File: config.mk
export PLATFORM = sky130hd
export DESIGN_NAME = bia_ctrl
export DESIGN_NICKNAME = d
export VERILOG_FILES = /design/src/bia_pkg.sv /design/src/bia_ctrl.sv
export SDC_FILE = /design/constraint.sdc
export NUM_CORES = 1
export LEC_CHECK = 0
export BUFFER_PORTS_ARGS = -buffer_cell sky130_fd_sc_hd__buf_2
export CAP_MARGIN = 20
export CORE_AREA = 5 5 42 44
export CTS_CLUSTER_SIZE = 12
export DETAILED_ROUTE_END_ITERATION = 8
export DIE_AREA = 0 0 47 49
export PLACE_DENSITY = 0.66
export SKIP_CTS_REPAIR_TIMING = 1
export SLEW_MARGIN = 20
export SYNTH_ARGS = -nofsm -noshare
export SYNTH_HDL_FRONTEND = slang
export SYNTH_SLANG_ARGS = --single-unit
File: constraint.sdc
create_clock -name clock -period 3.7 [get_ports clock]
set_input_delay 0.37 -clock clock [delete_from_list [all_inputs] [get_ports clock]]
set_output_delay 0.37 -clock clock [all_outputs]
set_load 0.05 [all_outputs]
File: src/bia_pkg.sv
package bia_pkg;

   localparam int ID_SPACE_DEF = 32768;
   localparam int CFG_W        = 15;
   localparam int PREV_W       = 16;
   localparam int OP_W         = 2;
   localparam int STATUS_W     = 2;
   localparam int CSR_IDX_W    = 2;
   localparam int WORD_BITS    = 32;
   localparam int BIT_W        = 5;

   localparam logic [CFG_W-1:0] SYSTEM_LOW_RST  = 15'd400;
   localparam logic [CFG_W-1:0] SYSTEM_HIGH_RST = 15'd999;
   localparam logic [CFG_W-1:0] NORMAL_LOW_RST  = 15'd1000;
   localparam logic [CFG_W-1:0] NORMAL_HIGH_RST = 15'd29999;

   typedef enum logic [OP_W-1:0] {
      OP_MARK   = 2'd0,
      OP_SYSTEM = 2'd1,
      OP_NORMAL = 2'd2,
      OP_GROUP  = 2'd3
   } op_type;

   typedef enum logic [STATUS_W-1:0] {
      ST_FRESH     = 2'd0,
      ST_REVIVED   = 2'd1,
      ST_EXHAUSTED = 2'd2,
      ST_MARKED    = 2'd3
   } status_type;

   typedef enum logic [CSR_IDX_W-1:0] {
      REG_SYSTEM_LOW  = 2'd0,
      REG_SYSTEM_HIGH = 2'd1,
      REG_NORMAL_LOW  = 2'd2,
      REG_NORMAL_HIGH = 2'd3
   } csr_index_type;

   typedef struct packed {
      logic [WORD_BITS-1:0] rsv;
      logic [WORD_BITS-1:0] used;
   } map_word_type;

   typedef struct packed {
      logic clr_wr;
      logic capture;
      logic look_rd;
      logic decide;
      logic scan_rd;
      logic scan_eval;
      logic load_rsp;
   } cmd_type;

   typedef struct packed {
      logic clr_last;
      logic decide_done;
      logic scan_done;
   } sts_type;

endpackage

File: src/bia_ctrl.sv
module bia_ctrl (
   input  logic             clock,
   input  logic             reset,
   input  logic             req_valid,
   output logic             req_ready,
   output logic             rsp_valid,
   input  logic             rsp_ready,
   output bia_pkg::cmd_type cmd,
   input  bia_pkg::sts_type sts
);

   typedef enum logic [6:0] {
      S_CLEAR  = 7'b0000001,
      S_IDLE   = 7'b0000010,
      S_LOOK   = 7'b0000100,
      S_DECIDE = 7'b0001000,
      S_SREAD  = 7'b0010000,
      S_SEVAL  = 7'b0100000,
      S_FINISH = 7'b1000000
   } state_type;

   state_type state_ff, state_in;
   logic      rsp_valid_ff, rsp_valid_in;
   logic      slot_free;

   assign slot_free = !rsp_valid_ff || rsp_ready;

   always_comb begin
      state_in     = state_ff;
      cmd          = '0;
      rsp_valid_in = rsp_valid_ff && !rsp_ready;
      unique case (state_ff)
         S_CLEAR: begin
            cmd.clr_wr = 1'b1;
            if (sts.clr_last) begin
               state_in = S_IDLE;
            end
         end
         S_IDLE: begin
            if (req_valid) begin
               cmd.capture = 1'b1;
               state_in    = S_LOOK;
            end
         end
         S_LOOK: begin
            cmd.look_rd = 1'b1;
            state_in    = S_DECIDE;
         end
         S_DECIDE: begin
            cmd.decide = 1'b1;
            state_in   = sts.decide_done ? S_FINISH : S_SREAD;
         end
         S_SREAD: begin
            cmd.scan_rd = 1'b1;
            state_in    = S_SEVAL;
         end
         S_SEVAL: begin
            cmd.scan_eval = 1'b1;
            state_in      = sts.scan_done ? S_FINISH : S_SREAD;
         end
         S_FINISH: begin
            if (slot_free) begin
               cmd.load_rsp = 1'b1;
               rsp_valid_in = 1'b1;
               state_in     = S_IDLE;
            end
         end
         default: begin
            state_in = S_CLEAR;
         end
      endcase
   end

   always_ff @(posedge clock) begin
      if (reset) begin
         state_ff     <= S_CLEAR;
         rsp_valid_ff <= 1'b0;
      end else begin
         state_ff     <= state_in;
         rsp_valid_ff <= rsp_valid_in;
      end
   end

   assign req_ready = (state_ff == S_IDLE);
   assign rsp_valid = rsp_valid_ff;

endmodule

==> results of run 1 <==
cells in the final DEF, fill, tap and decap left out:
cell type,instances
nor2b_1,2
nor3b_1,1
buf_2,15
and2_1,3
a22oi_1,1
or4_4,1
or3_4,1
nor4b_1,3
a311o_1,1
nor4_1,1
or3_1,1
or2b_1,1
dfxtp_1,8
o32a_1,1
o22ai_1,1
nand2_1,3
clkbuf_4,3
nor3_1,3
inv_1,3
a21boi_0,1
o31ai_1,1
nor4_4,1
a21oi_1,4
nor2_1,7
nand2b_1,4
registers in the layout (all words and copies together), names as in the netlist:
register / cells
state_ff: 7
rsp_valid: 1
worst reg2reg max path: cells and delay by family, from the launching register on:
family	cells	cell delay, ps
DFF	1	340
and+or+nand+nor	3	930
AOI/OAI and AO/OA	1	350
metal layers:
| metal | track usage, % | vias to the layer above | wire length (um) |
|---|---|---|---|
| li1 | - | 233 | - |
| met1 | 15.1 | 205 | 507 |
| met2 | 16.3 | 16 | 544 |
| met3 | 2.58 | 2 | 57 |
| met4 | 4.61 | 0 | 6 |
| met5 | 0 | - | 0 |
area by class of cell:
type	instances	area share, %
clock buffer	3	3.99
tap	16	3.55
timing repair buffer	15	13.3
inverter	3	2.00
sequential	8	28.4
multi-input combinational	42	48.8
worst min-delay path by stage:
| stage | start | to | slack [ps] |
|---|---|---|---|
| after CTS | sts[1] | state_ff[6] | 370 |
| after global routing | sts[1] | state_ff[6] | 380 |
| final | sts[1] | state_ff[6] | 380 |
| after global placement | rsp_valid | rsp_valid | 530 |
| after floorplan | reset | rsp_valid | 440 |
| after detailed placement | rsp_valid | rsp_valid | 530 |
report_power, final:
group | leakage, nW | total, mW | switching (mW) | internal [mW]
Combinational | 0.169 | 0.0604 | 0.0382 | 0.0223
Clock | 0.0138 | 0.0639 | 0.0270 | 0.0369
Sequential | 0.0649 | 0.0979 | 0.00715 | 0.0907
kinds of logic (layout without fill, tap and decap cells):
group | Yosys count | after routing | synth area share [%]
AO/OA/AOI/OAI | 10 | 10 | 15.2
AND/OR/NAND/NOR | 32 | 32 | 45.5
buffers and inverters | 4 | 21 | 4.13
flip-flops | 8 | 8 | 35.3
==> results by group, run 1 <==
Run status
  • Status: finished, final reports clean

Synth
  • Synth area leader: dfxtp_1
  • Most frequent cell after synthesis: dfxtp_1
  • Number of synthesized flops with an enable pin: 0
  • Asr flop ratio synth: 0%
  • Top FF cell, synth: dfxtp_1
  • Syn nets: slightly above 60
  • Yosys top cell area share: 35.3%
  • Post-Synthesis Cells: 54
  • Post-synthesis sequential area ratio: 35.3%
  • Synth cell count leaders: dfxtp_1, nor2_1, a21oi_1, nand2b_1
  • Synthesized area: between 400 and 500 um2
  • Top cells by area, synth: dfxtp_1, nor2_1, nor4b_1
  • Synth Register Bits: 8
  • Syn Area/Cell: 8.41 um2
  • Yosys cell types: 24
  • Syn. warnings: 0

Critical path
  • Flop2flop setup slack: between 1500 and 2000 ps
  • Worst EP required: 3330 ps
  • Crit path to: cmd[0]
  • CP Cell Sequence: or4_4 -> or3_1 -> nor2_1 -> buf_2
  • Crit path kind: register to output pin
  • Slowest-stage cell, CP: or4_4
  • Crit path capture type: output pin
  • CP max FO: 5
  • WP depth: 4
  • Register-to-Register Path Depth: 4
  • Worst R2R Start: state_ff[2]
  • Worst EP arrival: about 1900 ps
  • Largest delay contributor family on the critical path: simple AND/OR/NAND/NOR gates
  • CP Launch Type: register
  • Largest stage delay, worst path: ~600 ps
  • R2r endpoint: state_ff[0]
  • Critical path buffers and inverters: 1
  • Critical path startpoint: state_ff[2]

STA
  • Final hold violation count: 0
  • Worst-margin pin slew: 467 ps
  • Period utilization: 61.7%
  • Fin crit period: 2280 ps
  • Skew final: slightly below 4 ps
  • Final setup margin: 1420 ps
  • RSZ-0062 raised after global routing: false
  • Setup-failing EPs final: 0
  • Fin Setup TNS: 0 ps
  • Relative slew slack: a little under 70%
  • Hold Slack: 376 ps
  • Fin. max-slew vios: 0
  • Fmax: 438 MHz

Global routing
  • GRT Util Overall: 11.1%
  • Global route total overflow: 0
  • Largest net degree at the start of global routing: 8
  • Vias in the first global route: 456
  • Initial antenna violation count: 0
  • First-pass GRT wire length: 1930 um

Worst hold path
  • Hold Path Stages: 3
  • Tightest Hold Check Type: input pin to register

Final layout
  • Finished Layout Cells: 87
  • # fillers: 147
  • Layout Utilization: 40.3%
  • Final instance area: 564 um2
  • Nets: 80
  • FF/Latch Area: 160 um2
  • N_diodes: 0
  • Multi-input gate area: 275 um2
  • Area growth from synthesis to layout: 24.2%
  • Share of layout cells above drive strength 1: 29.6%

Detailed routing
  • Vias/cell: 5.24
  • Iter 0 DRT Violations: 13
  • Via count: 456
  • DR pass1 iterations: 4
  • Final WL: 1110 um
  • Post-DRT Antenna Nets: 0
  • Post-route DRC: 0
  • Wire per inst: 12.8 um

Power and ir drop
  • Overall power: 0.222 mW
  • Max VDD drop: 202 uV
  • LEAKAGE: 0.248 nW
  • P per Cell Area: between 300 and 400 mW/mm2

CTS
  • CTS tree: built
  • Clock sink count: 8
  • CTS max path bufs: 2
  • # H-tree levels: 1
  • Clock latency on the worst-skew pair: between 200 and 300 ps
  • Clock root cell: clkbuf_4
  • TritonCTS Buffers: 3
  • Reg clk slew, reported paths: 50 ps

Place
  • Dpl cell area: 542 um2
  • Inst Count DP: 84
  • Post-DP HPWL: just under 900 um
  • I/O Buffers: 15
  • Last weighted congestion value of the routability-driven placer: 0.894
  • DP Worst Slack: 1690 ps

Floorplan
  • Initial Utilization: about a third
  • Die height: 49 um
  • Die width: 47 um
  • I/O pins: 16
  • Rows: 14
  • DIE AREA: 0.00230 mm2
  • Area of the core: 0.00140 mm2

Run
  • MaxCap Viol Count: 0
Note: power is estimated with default switching activity, not from simulation.
==> run 2, diff against run 1 <==
clock period = 2.2 ns   (was 3.7 ns; I/O delays follow)
==> run 2 against run 1 <==
Effect of this change: flip-flop and latch count did not move; non-clock buffer count did not move; clock skew shrank 0.67 ps; combinational power up 69%; critical path type unchanged; total power rose by 70%; sequential share of layout area is 0.52 points lower; setup slack got worse by 1300 ps; largest power group unchanged.
==> results by group, run 2 (synthesized netlist as in run 1, its figures left out) <==
Final layout
  • Layout Utilization: 41.3%
  • Nets: 80
  • Most flops, register: state_ff
  • Finished Layout Cells: 87
  • Largest register FFs: 7
  • Commonest non-fill, non-tap cells in the layout: buf_2, nor2_1, dfxtp_1
  • Share of layout cells above drive strength 1: 33.8%
  • N_diodes: 0
  • Area growth from synthesis to layout: 27.5%
  • Most frequent standard cell in the layout excluding fill and tap cells: buf_2

Detailed routing
  • Post-route DRC: 0
  • Final WL: 1020 um
  • DR pass1 iterations: 4
  • Wire per inst: 11.7 um
  • Post-DRT Antenna Nets: 0
  • Iter 0 DRT Violations: 7
  • Via count: 445
  • Vias/cell: 5.11

Floorplan
  • Initial Utilization: 32.4%
  • I/O pins: 16
  • Die height: 49 um
  • Rows: 14
  • Die width: 47 um
  • DIE AREA: 0.00230 mm2
  • Area of the core: 0.00140 mm2

Power and ir drop
  • P per Cell Area: 651 mW/mm2
  • Overall power: between 0.3 and 0.4 mW
  • LEAKAGE: 0.249 nW
  • Max VDD drop: a little under 400 uV

Global routing
  • First-pass GRT wire length: 1900 um
  • Largest net degree at the start of global routing: 8
  • Global route total overflow: 0
  • Initial antenna violation count: 0
  • Vias in the first global route: ~490
  • GRT Util Overall: 11.1%

STA
  • Relative slew slack: 68.6%
  • Worst-margin pin slew: 468 ps
  • Hold Slack: roughly 220 ps
  • Fmax: 476 MHz
  • Fin. max-slew vios: 0
  • Skew final: 3.18 ps
  • Setup-failing EPs final: 0
  • RSZ-0062 raised after global routing: false
  • Final hold violation count: 0
  • Period utilization: between 90 and 100%
  • Fin crit period: 2100 ps
  • Fin Setup TNS: 0 ps

Place
  • I/O Buffers: 15
  • Last weighted congestion value of the routability-driven placer: 0.814
  • Inst Count DP: between 80 and 90
  • Post-DP HPWL: 839 um

CTS
  • Reg clk slew, reported paths: 50 ps
  • Clock root cell: clkbuf_4
  • CTS max path bufs: 2
  • Clock latency on the worst-skew pair: 250 ps
  • # H-tree levels: 1
  • Clock sink count: 8
  • CTS tree: built
  • TritonCTS Buffers: 3

Critical path
  • Crit path capture type: output pin
  • Worst EP required: about 2000 ps
  • CP Launch Type: register
  • CP max FO: 5
  • Largest stage delay, worst path: between 500 and 600 ps
  • Crit path kind: register to output pin
  • Worst EP arrival: 1880 ps
  • CP Cell Sequence: or4_4 -> or3_1 -> nor2_1 -> clkbuf_4
  • Slowest-stage cell, CP: or4_4

Run
  • MaxCap Viol Count: 0

Worst hold path
  • Tightest Hold Check Type: input pin to register

Run status
  • Status: finished, final reports clean
run 2: changes by cell type in the layout (fill, tap and decap cells not counted):
cell | before | now
nor4b_1 | 3 | 2
dfxtp_1 | 8 | 7
and2_1 | 3 | 2
buf_2 | 15 | 13
and2_4 | 0 | 1
nor4b_2 | 0 | 1
dfxtp_2 | 0 | 1
clkbuf_4 | 3 | 5
run 2: per-layer routing:
metal	track usage, %	vias to the layer above	share of wire (%)
li1	-	234	-
met1	13.6	196	42
met2	16.7	11	51
met3	2.58	4	3.9
met4	6.91	0	2.8
met5	0	-	0
run 2: power by group:
| part | switching, mW | internal (mW) | total, mW |
|---|---|---|---|
| registers | 0.0114 | 0.153 | 0.164 |
| logic | 0.0629 | 0.0387 | 0.102 |
| clock network | 0.0493 | 0.0624 | 0.112 |
| total | 0.124 | 0.254 | 0.377 |
run 2: layout make-up:
type                       count  area, um2
fill                         151        822
inverter                       3       11.3
multi-input combinational     42        284
tap                           16       20.0
sequential                     8        161
timing repair buffer          15       80.1
clock buffer                   3       22.5
run 2: worst max-delay path: cells and delay by family, from the launching register on:
kind                   cells  cell delay, ps
DFF                        1             340
and+or+nand+nor            3            1050
buffers and inverters      1             230
run 2: worst paths after layout:
check | cells past startpoint | endpoint | startpoint | slack, ps
worst max-delay path | 4 | cmd[0] | state_ff[5] | 100
worst min-delay path | 3 | state_ff[6] | sts[1] | 220
worst max register to register | 4 | state_ff[0] | state_ff[5] | 440
worst min register to register | 2 | rsp_valid | rsp_valid | 520
run 2: stage by stage:
step | cell area (um2) | setup WS, ps
final | 579 | 97.0
after CTS | 574 | 26.3
after floorplan | 464 | -10.8
after detailed placement | 552 | 307
after global routing | 579 | 12.6
after global placement | 552 | 312
==> run 3, diff against run 2 <==
RECOVER_POWER = 100   (was default)
==> run 3 against run 2 <==
Effect of this change: critical path depth unchanged; setup slack got worse by 7.0 ps; design area decreased by 0.86%; flip-flop and latch count unchanged; global-route usage unchanged; critical path type unchanged.
==> results by group, run 3 (synthesized netlist as in run 1, its figures left out) <==
Power and ir drop
  • Seq pwr share: 43.5%
  • Overall power: 0.377 mW
  • Pint: ~0.25 mW
  • Psw: about 0.12 mW
  • P per Cell Area: 656 mW/mm2
  • Clock Power Share: 29.6%
  • Switching Fraction: roughly 33%
  • Logic pwr share: 26.9%
  • Max VDD drop: around 400 uV
  • LEAKAGE: 0.235 nW

CTS
  • CTS tree: built
  • Clock root cell: clkbuf_4
  • Clock latency on the worst-skew pair: approximately 250 ps
  • TritonCTS Buffers: 3
  • Reg clk slew, reported paths: 50 ps
  • # H-tree levels: 1
  • CTS max path bufs: 2
  • Clock sink count: 8

STA
  • Period utilization: 95.9%
  • Skew final: 2.85 ps
  • Fin Setup TNS: 0 ps
  • Hold Slack: 222 ps
  • Worst-margin pin slew: ~600 ps
  • Fmax: 474 MHz
  • Fin. max-slew vios: 0
  • Fin crit period: 2110 ps
  • Final hold violation count: 0
  • Relative slew slack: 60.4%
  • RSZ-0062 raised after global routing: false
  • Setup-failing EPs final: 0

Floorplan
  • Die height: 49 um
  • Rows: 14
  • DIE AREA: 0.00230 mm2
  • Area of the core: between 0.001 and 0.0015 mm2
  • Die width: ~47 um
  • I/O pins: 16
  • Initial Utilization: approximately a third

Final layout
  • # fillers: 154
  • Finished Layout Cells: 87
  • Nets: 80
  • Share of layout cells above drive strength 1: 31.0%
  • Commonest non-fill, non-tap cells in the layout: nor2_1, dfxtp_1, buf_2, clkbuf_2
  • Area growth from synthesis to layout: 26.4%
  • N_diodes: 0
  • Largest register FFs: 7
  • Most flops, register: state_ff

Detailed routing
  • Post-route DRC: 0
  • Wire per inst: roughly 12 um
  • Vias/cell: about 5.1
  • Iter 0 DRT Violations: 8
  • Post-DRT Antenna Nets: 0
  • DR pass1 iterations: 3
  • Wl on met1: 425 um
  • Top Metal Used: met4
  • Via count: approximately 450
  • Final WL: 1020 um
  • Metal2 WL: 519 um
  • Met3 wire len: 40 um

Critical path
  • Largest stage delay, worst path: just under 600 ps
  • Crit path kind: register to output pin
  • Worst EP required: 1980 ps
  • Crit path capture type: output pin
  • CP max FO: 5
  • CP Launch Type: register
  • Worst EP arrival: 1890 ps
  • Largest delay contributor family on the critical path: simple AND/OR/NAND/NOR gates
  • Critical path buffers and inverters: 2
  • Slowest-stage cell, CP: or4_4
  • CP Cell Sequence: or4_4 -> or3_4 -> inv_1 -> clkbuf_2
  • Flop2flop setup slack: between 400 and 500 ps

Place
  • Last weighted congestion value of the routability-driven placer: a little over 0.8
  • Post-DP HPWL: 839 um
  • Inst Count DP: 84
  • I/O Buffers: 15

Run status
  • Status: finished, final reports clean

Global routing
  • Initial antenna violation count: 0
  • Vias in the first global route: 488
  • GRT Util Overall: 11.1%
  • Largest net degree at the start of global routing: 8
  • First-pass GRT wire length: 1900 um
  • Global route total overflow: 0

Worst hold path
  • Tightest Hold Check Type: input pin to register

Run
  • MaxCap Viol Count: 0
-- run 3: power by group through the flow --
| stage | sequential (mW) | combinational, mW | clock [mW] |
|---|---|---|---|
| after CTS | 0.164 | 0.101 | 0.114 |
| after floorplan | 0.164 | 0.0789 | 0 |
| after detailed placement | 0.167 | 0.100 | 0 |
| after global placement | 0.167 | 0.101 | 0 |
| after global routing | 0.166 | 0.110 | 0.125 |
| final | 0.164 | 0.101 | 0.111 |
-- run 3: final cells by class --
cell class              count  area, um2  area share [%]
multi-input cells          42        284            49.5
flip-flops and latches      8        161            28.1
repair buffers             15       75.1            13.1
clock buffers               3       22.5            3.92
well taps                  16       20.0            3.49
inverters                   3       11.3            1.96
-- run 3: per-stage QoR --
stage / instance area, um2 / setup slack [ps] / utilization, %
after global placement: 552 / 312 / 39.4
final: 574 / 90.0 / 41.0
after detailed placement: 552 / 307 / 39.4
after CTS: 574 / 26.3 / 41.0
after floorplan: 464 / -10.8 / -
after global routing: 574 / 12.6 / 41.0
-- run 3: routing by layer --
metal,vias to the layer above,track usage (%)
met5,-,0
met4,0,6.91
met3,4,2.58
met2,11,16.7
met1,197,13.6
li1,234,-
-- run 3: final timing paths --
kind | from | end | cells past startpoint
min | sts[1] | state_ff[6] | 3
min reg2reg | rsp_valid | rsp_valid | 2
max | state_ff[5] | cmd[6] | 4
max reg2reg | state_ff[5] | state_ff[0] | 4
-- run 3: worst register-to-register path, stage by stage (launching register included) --
cell and delay, ps:
dfxtp_2 340, or4_4 580, nor3_1 310, nor2_1 70, a311o_1 350
